$ cat config.mk
export PLATFORM = sky130hd
export DESIGN_NAME = cpbe_ctrl
export DESIGN_NICKNAME = d
export VERILOG_FILES = /design/src/design/cpbe_pkg.sv /design/src/design/cpbe_ctrl.sv
export SDC_FILE = /design/constraint.sdc
export NUM_CORES = 1
export LEC_CHECK = 0
export ABC_AREA = 1
export BUFFER_PORTS_ARGS = -buffer_cell sky130_fd_sc_hd__buf_2
export CAP_MARGIN = 20
export CORE_AREA = 4 4 41 43
export DETAILED_ROUTE_END_ITERATION = 10
export DIE_AREA = 0 0 45 47
export SLEW_MARGIN = 20
export SYNTH_ARGS = -nofsm -noshare
export SYNTH_HDL_FRONTEND = slang
export SYNTH_SLANG_ARGS = --single-unit
$ cat constraint.sdc
create_clock -name clk_i -period 1.3 [get_ports clk_i]
set_input_delay 0.065 -clock clk_i [delete_from_list [all_inputs] [get_ports clk_i]]
set_output_delay 0.065 -clock clk_i [all_outputs]
set_load 0.03 [all_outputs]
$ cat src/design/cpbe_pkg.sv
// ----------------------------------------------------------------------------
// cpbe_pkg
// Shared types and constants of the clipped palette blit engine.
// ----------------------------------------------------------------------------
package cpbe_pkg;

  typedef enum logic [1:0] {
    ACT_WRITE = 2'd0,
    ACT_READ  = 2'd1,
    ACT_COPY  = 2'd2,
    ACT_REMAP = 2'd3
  } action_e;

  localparam logic CFG_WORLD_W = 1'b0;
  localparam logic CFG_WORLD_H = 1'b1;

  localparam logic [7:0] HI_MASK = 8'hf0;
  localparam logic [7:0] LO_MASK = 8'h0f;

  typedef enum logic [3:0] {
    ST_IDLE,
    ST_CLIP1,
    ST_CLIP2,
    ST_POINT,
    ST_PRD,
    ST_SRD,
    ST_SWAIT,
    ST_DRD,
    ST_DWAIT,
    ST_WR,
    ST_DONE
  } state_e;

  // controller -> datapath
  typedef struct packed {
    logic load;      // capture request
    logic clip_src;  // clip source / remap rectangle
    logic clip_dst;  // clip copy destination rectangle
    logic point;     // point read and write
    logic rd_src;    // issue read at source cursor
    logic rd_dst;    // issue read at destination cursor
    logic wr;        // write computed pixel, advance cursor
    logic done;      // emit result
  } ctl_t;

  // datapath -> controller
  typedef struct packed {
    logic reject;
    logic is_copy;
    logic is_point;
    logic last;      // cursor at last pixel
  } sts_t;

endpackage

$ cat src/design/cpbe_ctrl.sv
// ----------------------------------------------------------------------------
// cpbe_ctrl
// Command sequencer: clip, then one read-modify-write per pixel.
// ----------------------------------------------------------------------------
module cpbe_ctrl (
  input  logic            clk_i,
  input  logic            rst_ni,
  input  logic            start_i,
  output logic            busy_o,
  input  cpbe_pkg::sts_t  sts_i,
  output cpbe_pkg::ctl_t  ctl_o
);

  cpbe_pkg::state_e state_q, state_d;

  always_ff @(posedge clk_i or negedge rst_ni) begin
    if (!rst_ni) state_q <= cpbe_pkg::ST_IDLE;
    else         state_q <= state_d;
  end

  always_comb begin
    state_d = state_q;
    unique case (state_q)
      cpbe_pkg::ST_IDLE:  if (start_i) state_d = cpbe_pkg::ST_CLIP1;
      cpbe_pkg::ST_CLIP1: state_d = cpbe_pkg::ST_CLIP2;
      cpbe_pkg::ST_CLIP2: begin
        if (sts_i.reject)        state_d = cpbe_pkg::ST_DONE;
        else if (sts_i.is_point) state_d = cpbe_pkg::ST_POINT;
        else                     state_d = cpbe_pkg::ST_SRD;
      end
      cpbe_pkg::ST_POINT: state_d = cpbe_pkg::ST_PRD;
      cpbe_pkg::ST_PRD:   state_d = cpbe_pkg::ST_DONE;
      cpbe_pkg::ST_SRD:   state_d = cpbe_pkg::ST_SWAIT;
      cpbe_pkg::ST_SWAIT: state_d = sts_i.is_copy ? cpbe_pkg::ST_DRD : cpbe_pkg::ST_WR;
      cpbe_pkg::ST_DRD:   state_d = cpbe_pkg::ST_DWAIT;
      cpbe_pkg::ST_DWAIT: state_d = cpbe_pkg::ST_WR;
      cpbe_pkg::ST_WR:    state_d = sts_i.last ? cpbe_pkg::ST_DONE : cpbe_pkg::ST_SRD;
      cpbe_pkg::ST_DONE:  state_d = cpbe_pkg::ST_IDLE;
      default:            state_d = cpbe_pkg::ST_IDLE;
    endcase
  end

  always_comb begin
    ctl_o  = '0;
    busy_o = (state_q != cpbe_pkg::ST_IDLE);
    unique case (state_q)
      cpbe_pkg::ST_IDLE:  ctl_o.load     = start_i;
      cpbe_pkg::ST_CLIP1: ctl_o.clip_src = 1'b1;
      cpbe_pkg::ST_CLIP2: ctl_o.clip_dst = 1'b1;
      cpbe_pkg::ST_POINT: ctl_o.point    = 1'b1;
      cpbe_pkg::ST_SRD:   ctl_o.rd_src   = 1'b1;
      cpbe_pkg::ST_DRD:   ctl_o.rd_dst   = 1'b1;
      cpbe_pkg::ST_WR:    ctl_o.wr       = 1'b1;
      cpbe_pkg::ST_DONE:  ctl_o.done     = 1'b1;
      default:            ctl_o          = '0;
    endcase
  end

endmodule

# Word-level counts from Yosys, hierarchy flattened
# Cells that the tools add are included.
[totals]
register_bits = 4
in_bits = 7
out_inout_bits = 9
wordCells = 28
[op_classes]
n_eq_ne = 11
mux = 14
n_reduce_logical = 2
[op_table]
columns = ["operator", "n"]
rows = [
  ["4-bit one-hot mux with 10 select lines", 1],
  ["4-bit by 3-bit equality test with 1-bit output (second input constant)", 4],
  ["4-bit 2-to-1 mux", 4],
  ["4-bit equality test (second input constant)", 3],
  ["4-bit by 2-bit equality test with 1-bit output (second input constant)", 2],
  ["1-bit 2-to-1 mux", 8],
  ["4-bit by 1-bit equality test with 1-bit output (second input constant)", 1],
  ["4-bit zero test", 1],
  ["4-bit nonzero test", 1],
  ["3-bit 2-to-1 mux", 1],
  ["2-bit != test (second input constant)", 1],
]

# Logic depth before layout (Yosys ltp)
# Gate-level depths: netlist of the first run.
[depth]
ltp_word = 3
depth_mapped = 7
depth_no_buf = 7

# Least setup slack after synthesis of the first run
# No wires, ideal clock.
[synth_path]
kind = "register -> output"
start = "reg state_q[2]"
end = "out ctl_o[7] (netlist name)"
arrival_ns = 1.314
slack_ns = -0.079
path_stages_with_launch = 6
cell_sequence = "dfrtp_1 inv_2 nand2_1 nor2_1 inv_1 nor2_1"
[synth_rtl]
columns = ["item", "line_no", "rtl"]
rows = [
  ["from (decl)", "cpbe_ctrl.sv:14", "cpbe_pkg::state_e state_q, state_d;"],
  ["from (signal assigned)", "cpbe_ctrl.sv:17", "if (!rst_ni) state_q <= cpbe_pkg::ST_IDLE;"],
  ["from (signal assigned)", "cpbe_ctrl.sv:18", "else state_q <= state_d;"],
  ["to (decl)", "cpbe_ctrl.sv:11", "output cpbe_pkg::ctl_t ctl_o"],
]

==> results.txt, run 1 <==
----------------------------------------------------
[STA]
  Crit share post-route ... 0.9725
  Final setup violation count ... 0
  Slew at the pin closest to its max-slew limit ... 189.5 ps
  Final period demand of the worst path ... 1264 ps
  Worst-case hold slack ... 91.96 ps
  Clk_skew ... 5.625 ps
  Hold violation count in the final report ... 0
  Crit path setup slack, layout ... 35.72 ps
  Upper clock frequency limit ... between 700 and 800 MHz
  Worst slew margin relative to its limit ... 0.8732
  RSZ-0062 raised after global routing ... true
  Number of pins exceeding their max-slew limit in the final report ... 0

[Place]
  RePlAce Congestion ... 0.7714
  Post-detail-place hpwl ... 748.8 um
  Count of buffers inserted at the top-level ports ... 15
  Setup Slack @ Placement ... 131.5 ps

[Min path]
  Worst hold path depth ... 3
  Start point of the worst hold path ... sts_i[1]
  End of the worst hold path ... state_q[1]
  Hold crit path type ... primary input to register

[Critical path]
  Worst r2r path cells ... 7
  Type of element launching the critical path ... register
  CP Capture Type ... output pin
  Biggest fanout along the worst timing path ... 4
  Critical Path Most Common Cell ... inv_2
  Crit path arrival time ... 1200 ps
  Cell type of the slowest stage on the worst timing path ... dfrtp_1
  Worst reg2reg path startpoint ... state_q[1]
  Endpoint of the most critical register-to-register path ... state_q[3]
  Slowest stage delay, CP ... around 400 ps
  Slack of the worst reg-to-reg path ... 220 ps
  Data required, critical path ... roughly 1200 ps
  Cell breakdown of the critical path ... inv_2 -> nand2_4 -> nor2_4 -> inv_2 -> nor2_2 -> buf_6
  Critical path class ... register to output pin

[Routing]
  Via-per-instance ratio ... 4.253
  Remaining design rule violation count ... 0
  Total wire length after detailed routing ... 903 um
  Violation count after the first detailed-route iteration ... 4
  Number of search-and-repair iterations in the first detailed-routing pass ... 4
  Average wire per cell in the routed design ... 9.121 um
  Vias after detailed routing ... 421
  Remaining antenna violation count ... 0

[Global routing]
  Vias in the first global route ... 384
  Maximum number of pins on one net before global-route repair ... 6
  Global-route wire length before repair ... ~1500 um
  Overall routing resource usage ... 0.1006
  GRT overflow ... 0
  Initial antenna violation count ... 0

[Floorplan]
  DIE HEIGHT ... roughly 47 um
  Initial cell density of the core ... 0.2712
  Area of the core ... 1301 um^2
  Horizontal die dimension ... 45 um
  Total I/O pin count ... 16
  Number of cell rows ... 13
  Area of the die ... between 2000 and 2500 um^2

[Finish]
  Top register by number of flip-flops ... state_q
  Nets ... 93
  Largest registers in the final layout ... state_q (4)
  Share of final-layout standard cells stronger than drive strength 1 ... 0.4762
  N_diodes ... 0
  Number of flip-flops under the largest register name ... 4
  Total of fill cells in the finished design ... 151
  Area overhead of the layout relative to synthesis ... 62.06%

[Status]
  Run status ... completed

[Synthesis]
  Syn Inst Count ... 59
  Top cell type's share of synthesized area ... 0.2837
  Post-Synthesis Mean Instance Area ... 5.980 um^2
  Total number of yosys warnings ... 0
  Number of different library cells in the post-synthesis netlist ... 13
  Fraction of the yosys area taken by sequential cells ... 0.2837
  Syn Std Cell Area ... 352.8 um^2
  Flip-flop and latch count after synthesis ... 4
  Dominant cell type by area after synthesis ... dfrtp_1
  Top cells by area in the synthesized netlist ... dfrtp_1 28%, nor2_1 14%, nand2_1 13%
  Synthesized Nets ... 66

[Pwr]
  Ratio of total power to cell area ... around 2400 nW/um^2
  Cell-internal power ... 0.0006612 W
  Switching power as a share of total power ... 0.5165
  Combinational share of power ... 0.721
  Total Power Consumption ... 0.001368 W
  Standby leakage power ... 0.3186 nW
  Register share of total power ... 0.166
  Peak VDD IR ... roughly 1.2 mV
  Net load switching power ... 0.0007064 W
  Clock share of power ... 0.113

[CTS]
  Buffers from clock root to sink, at most ... 2
  Master cell of the clock root buffer ... clkbuf_4
  Clock tree from TritonCTS ... yes
  Number of buffers created by CTS ... 3
  Clk sinks ... 4
  Reg clk slew, reported paths ... 40 ps
  Source-to-sink clock delay at the later pin of the worst-skew pair ... 240 ps
  Maximum level of the CTS H-tree ... 1

[Job]
  Max-Cap Viols ... 0

----------------------------------------------------
kinds of logic after synthesis:
logic type / count (synthesis) / share of synthesized area
buffers and inverters: 13 / 0.1383
flip-flops: 4 / 0.2837
AO/OA/AOI/OAI: 4 / 0.07088
AND/OR/NAND/NOR: 38 / 0.5071
how the worst max path moves through the flow:
| stage | depth (start not counted) | from | slack [ps] | to |
|---|---|---|---|---|
| 2_1_floorplan | 5 | state_q[2] | 50 | ctl_o[7] |
| 3_3_place_gp | 6 | state_q[2] | 150 | ctl_o[7] |
| 3_5_place_dp | 6 | state_q[2] | 130 | ctl_o[7] |
| 4_1_cts | 6 | state_q[1] | 4 | ctl_o[7] |
| 5_1_grt | 6 | state_q[1] | -30 | ctl_o[7] |
| 6_report | 6 | state_q[1] | 40 | ctl_o[7] |
worst max-delay path, delay by kind of cell (launching register included):
| kind | cells | cell delay, ps |
|---|---|---|
| buffers and inverters | 3 | 280 |
| flip-flops | 1 | 400 |
| AND/OR/NAND/NOR | 3 | 260 |
cell usage after synthesis:
| master | number |
|---|---|
| nor2_1 | 13 |
| nand2_1 | 12 |
| inv_1 | 10 |
| dfrtp_1 | 4 |
| nand2_2 | 4 |
| nand3_1 | 4 |
| inv_2 | 3 |
| nand4_1 | 2 |
| nor2_4 | 2 |
| o211ai_1 | 2 |
| a21oi_1 | 1 |
| nor3_1 | 1 |
| o21ai_0 | 1 |
final cells by class:
| cell class | instances | area, um^2 | share of cell area |
|---|---|---|---|
| clock buffer | 3 | 22.52 | 0.03939 |
| inverter | 13 | 48.80 | 0.08534 |
| multi-input combinational | 42 | 229.0 | 0.4004 |
| sequential | 4 | 100.1 | 0.1751 |
| tap | 15 | 18.77 | 0.03282 |
| timing repair buffer | 22 | 152.6 | 0.2670 |
metal layers:
| metal | track usage | vias to the layer above | routed length [um] |
|---|---|---|---|
| met1 | 0.1101 | 176 | 394 |
| li1 | - | 232 | - |
| met2 | 0.1695 | 11 | 445 |
| met3 | 0.02682 | 2 | 49 |
| met5 | 0 | - | 0 |
| met4 | 0.07018 | 0 | 14 |
layout by cell type (no fill, tap or decap), drive strengths merged:
| master | netlist | final |
|---|---|---|
| inv | 13 | 13 |
| buf | 0 | 21 |
| dfrtp | 4 | 4 |
| nor3 | 1 | 1 |
| nand4 | 2 | 2 |
| clkbuf | 0 | 3 |
| nand3 | 4 | 4 |
| nor2 | 15 | 15 |
| o21ai | 1 | 1 |
| nand2 | 16 | 16 |
| dlygate4sd3 | 0 | 1 |
| o211ai | 2 | 2 |
| a21oi | 1 | 1 |
power by group through the flow:
stage	sequential [W]	combinational (W)	clock [W]
3_3_place_gp	0.000230	0.000793	0
5_1_grt	0.000234	0.00109	0.000156
3_5_place_dp	0.000233	0.000790	0
6_report	0.000227	0.000986	0.000155
2_1_floorplan	0.000239	0.000569	0
4_1_cts	0.000227	0.000878	0.000152
what timing repair did:
action / 4_1_cts / 5_1_grt
hold buffers: 1 / 0
endpoints found under the setup margin: 2 / 5
setup buffers: 3 / 1
pin swaps: 0 / 1
endpoints found under the hold margin: 4 / 0
resized for setup: 4 / 17
stage by stage:
step / setup TNS [ps] / instance area [um^2] / cells / utilization
3_3_place_gp: 0 / 464.2 / 91 / 0.3567
2_1_floorplan: 0 / 355.3 / 59 / -
4_1_cts: 0 / 526.8 / 98 / 0.4048
3_5_place_dp: 0 / 464.2 / 91 / 0.3567
6_report: 0 / 571.8 / 99 / 0.4394
5_1_grt: -32.45 / 571.8 / 99 / 0.4394
(Power assumes the default switching activity.)
==> run 2, diff against run 1 <==
--- a/config.mk
+++ b/config.mk
@@ -11,6 +11,7 @@
 export CORE_AREA = 4 4 41 43
 export DETAILED_ROUTE_END_ITERATION = 10
 export DIE_AREA = 0 0 45 47
+export PLACE_DENSITY = 0.47
 export SLEW_MARGIN = 20
 export SYNTH_ARGS = -nofsm -noshare
 export SYNTH_HDL_FRONTEND = slang
==> constraint.sdc (replaced) <==
create_clock -name clk_i -period 1.35 [get_ports clk_i]
set_input_delay 0.0675 -clock clk_i [delete_from_list [all_inputs] [get_ports clk_i]]
set_output_delay 0.0675 -clock clk_i [all_outputs]
set_load 0.03 [all_outputs]
==> run 2 against run 1 <==
- first-iteration DRC count stayed put
- largest cell class unchanged
- largest power group unchanged
- register-to-register slack better by 20 ps
- power is 6.0% lower
- flip-flop and latch count stayed put
- clock power is 4% lower
==> results.txt, run 2 (synthesized netlist as in run 1, its figures left out) <==
----------------------------------------------------
[Status]
  Run status ... completed (unchanged)

[STA]
  Setup TNS Final ... 0 ps (unchanged)
  Crit share post-route ... 0.9608
  Number of pins exceeding their max-slew limit in the final report ... 0 (unchanged)
  Upper clock frequency limit ... between 700 and 800 MHz
  Slew at the pin closest to its max-slew limit ... 187.7 ps (was 189.5 ps)
  Final setup violation count ... 0 (unchanged)
  RSZ-0062 raised after global routing ... true (unchanged)
  Clk_skew ... 6.296 ps (was 5.625 ps)
  Worst slew margin relative to its limit ... 0.8743 (was 0.8732)
  Final period demand of the worst path ... 1297 ps
  Hold violation count in the final report ... 0 (unchanged)

[Critical path]
  Critical path class ... register to output pin (unchanged)
  Critical Path Start ... state_q[3] (was state_q[1])
  Crit path arrival time ... 1230 ps (was 1200 ps)
  Biggest fanout along the worst timing path ... 4 (unchanged)
  CP Capture Type ... output pin (unchanged)
  Data required, critical path ... 1280 ps (was 1240 ps)
  Type of element launching the critical path ... register (unchanged)
  Worst reg2reg path startpoint ... state_q[3] (was state_q[1])

[Finish]
  Top register by number of flip-flops ... state_q (unchanged)
  N_diodes ... 0 (unchanged)
  Total area of multi-input combinational cells ... 226.5 um^2 (was 229.0 um^2)
  Most common cell after layout, fill and taps aside ... buf_2 (was nor2_1)
  Most frequent cells in the layout ... 11 x buf_2, 10 x nor2_1, 10 x nand2_1, 9 x inv_1, 8 x buf_4 (was 11 x nor2_1, 10 x nand2_1, 10 x buf_4, 9 x buf_2, 8 x inv_1)
  Share of final-layout standard cells stronger than drive strength 1 ... 0.4643 (was 0.4762)
  Area used by sequential logic in the layout ... 100.1 um^2 (unchanged)
  Area overhead of the layout relative to synthesis ... 58.87% (was 62.06%)
  Nets ... 93 (unchanged)
  Largest registers in the final layout ... state_q (4) (unchanged)
  Number of flip-flops under the largest register name ... 4 (unchanged)
  Total of fill cells in the finished design ... 158 (was 151)
  Post-layout instance count excluding filler cells ... 99 (unchanged)

[Routing]
  Remaining design rule violation count ... 0 (unchanged)
  Number of search-and-repair iterations in the first detailed-routing pass ... 4 (unchanged)
  Total wire length after detailed routing ... 960 um (was 903 um)
  Average wire per cell in the routed design ... 9.697 um (was 9.121 um)
  Via-per-instance ratio ... 4.253 (unchanged)
  Violation count after the first detailed-route iteration ... 4 (unchanged)
  Vias after detailed routing ... 421 (unchanged)
  Remaining antenna violation count ... 0 (unchanged)

[Floorplan]
  Horizontal die dimension ... 45 um (unchanged)
  Total I/O pin count ... 16 (unchanged)
  DIE HEIGHT ... 47 um (unchanged)
  Area of the die ... 2115 um^2 (unchanged)
  Number of cell rows ... 13 (unchanged)
  Initial cell density of the core ... 0.2712 (unchanged)
  Area of the core ... 1301 um^2 (unchanged)

[Job]
  Max-Cap Viols ... 0 (unchanged)

[Place]
  Cell count after placement ... 90 (was 91)
  Post-detail-place hpwl ... 741.8 um (was 748.8 um)
  RePlAce Congestion ... 0.7547 (was 0.7714)
  Count of buffers inserted at the top-level ports ... 15 (unchanged)

[CTS]
  Number of buffers created by CTS ... 3 (unchanged)
  Maximum level of the CTS H-tree ... 1 (unchanged)
  Clk sinks ... 4 (unchanged)
  Buffers from clock root to sink, at most ... 2 (unchanged)
  Reg clk slew, reported paths ... 40 ps (about the same)
  Master cell of the clock root buffer ... clkbuf_4 (unchanged)
  Clock tree from TritonCTS ... yes (unchanged)
  Source-to-sink clock delay at the later pin of the worst-skew pair ... 240 ps (about the same)

[Min path]
  Hold crit path type ... primary input to register (unchanged)
  Start point of the worst hold path ... sts_i[2] (was sts_i[1])

[Global routing]
  Global-route wire length before repair ... 1552 um (was 1497 um)
  Maximum number of pins on one net before global-route repair ... 6 (unchanged)
  Overall routing resource usage ... 0.1038 (was 0.1006)
  GRT overflow ... 0 (unchanged)
  Vias in the first global route ... 401 (was 384)
  Initial antenna violation count ... 0 (unchanged)

[Pwr]
  Peak VDD IR ... 0.8915 mV (was 1.245 mV)
  Standby leakage power ... 0.3171 nW (was 0.3186 nW)
  Ratio of total power to cell area ... 2292 nW/um^2 (was 2392 nW/um^2)

----------------------------------------------------
==> run 2: changes by cell type in the layout (fill, tap and decap cells not counted) <==
| cell | change |
|---|---|
| inv_1 | +1 |
| buf_4 | -2 |
| nor3_2 | -1 |
| nor2_1 | -1 |
| buf_2 | +2 |
| clkbuf_4 | +1 |
| nor3_1 | +1 |
| nor2_2 | +1 |
| inv_2 | -1 |
| buf_6 | -1 |
==> run 2: routing by layer <==
metal	global-route usage	vias up	share of wire
li1	-	233	-
met1	0.1216	176	0.48
met2	0.1695	12	0.47
met3	0.04598	0	0.052
met4	0.03509	0	0
met5	0	-	0
==> run 2: layout make-up <==
cell class,instances,area share
clock buffer,3,0.04018
tap,15,0.03348
sequential,4,0.1786
multi-input combinational,42,0.4040
inverter,13,0.08705
timing repair buffer,22,0.2567
==> run 2: through the flow <==
stage | setup slack (ps) | total power, W | hold WS [ps] | utilization | area, um^2
final | 52.86 | 0.001285 | 100.9 | 0.4308 | 560.5
after global routing | -55.06 | 0.001411 | 105.0 | 0.4308 | 560.5
after CTS | 5.803 | 0.001188 | 93.57 | 0.3971 | 516.7
after detailed placement | 171.2 | 0.0009674 | -123.8 | 0.3510 | 456.7
after global placement | 144.9 | 0.0009797 | -124.6 | 0.3510 | 456.7
after floorplan | 98.95 | 0.0007778 | -228.1 | - | 355.3
==> run 2: timing repair <==
item                                    CTS  global route
pin swaps                                 1             1
endpoints found under the setup margin    2             4
resized for setup                         3            10
endpoints found under the hold margin     4             0
hold buffers                              1             0
buffers inserted                          3             2
==> run 2: where the power goes <==
| group | switching [W] | internal, W |
|---|---|---|
| logic | 0.000578 | 0.000338 |
| clock network | 0.0000492 | 0.0000995 |
| registers | 0.0000467 | 0.000174 |
==> run 2: worst paths after layout <==
kind | endpoint | slack (ps) | cells past startpoint
max in group asynchronous | state_q[2] | 1070 | 2
setup reg to reg | state_q[3] | 240 | 5
hold reg to reg | state_q[3] | 700 | 3
setup / recovery | ctl_o[7] | 50 | 6
min in group asynchronous | state_q[3] | 160 | 2
hold / removal | state_q[1] | 100 | 3
==> run 2: worst max-delay path, cell delays in order, from the launching register on <==
cell and delay [ps]:
dfrtp_1 420, inv_2 100, nand2_4 80, nor2_4 110, inv_1 60, nor2_2 90, buf_6 140
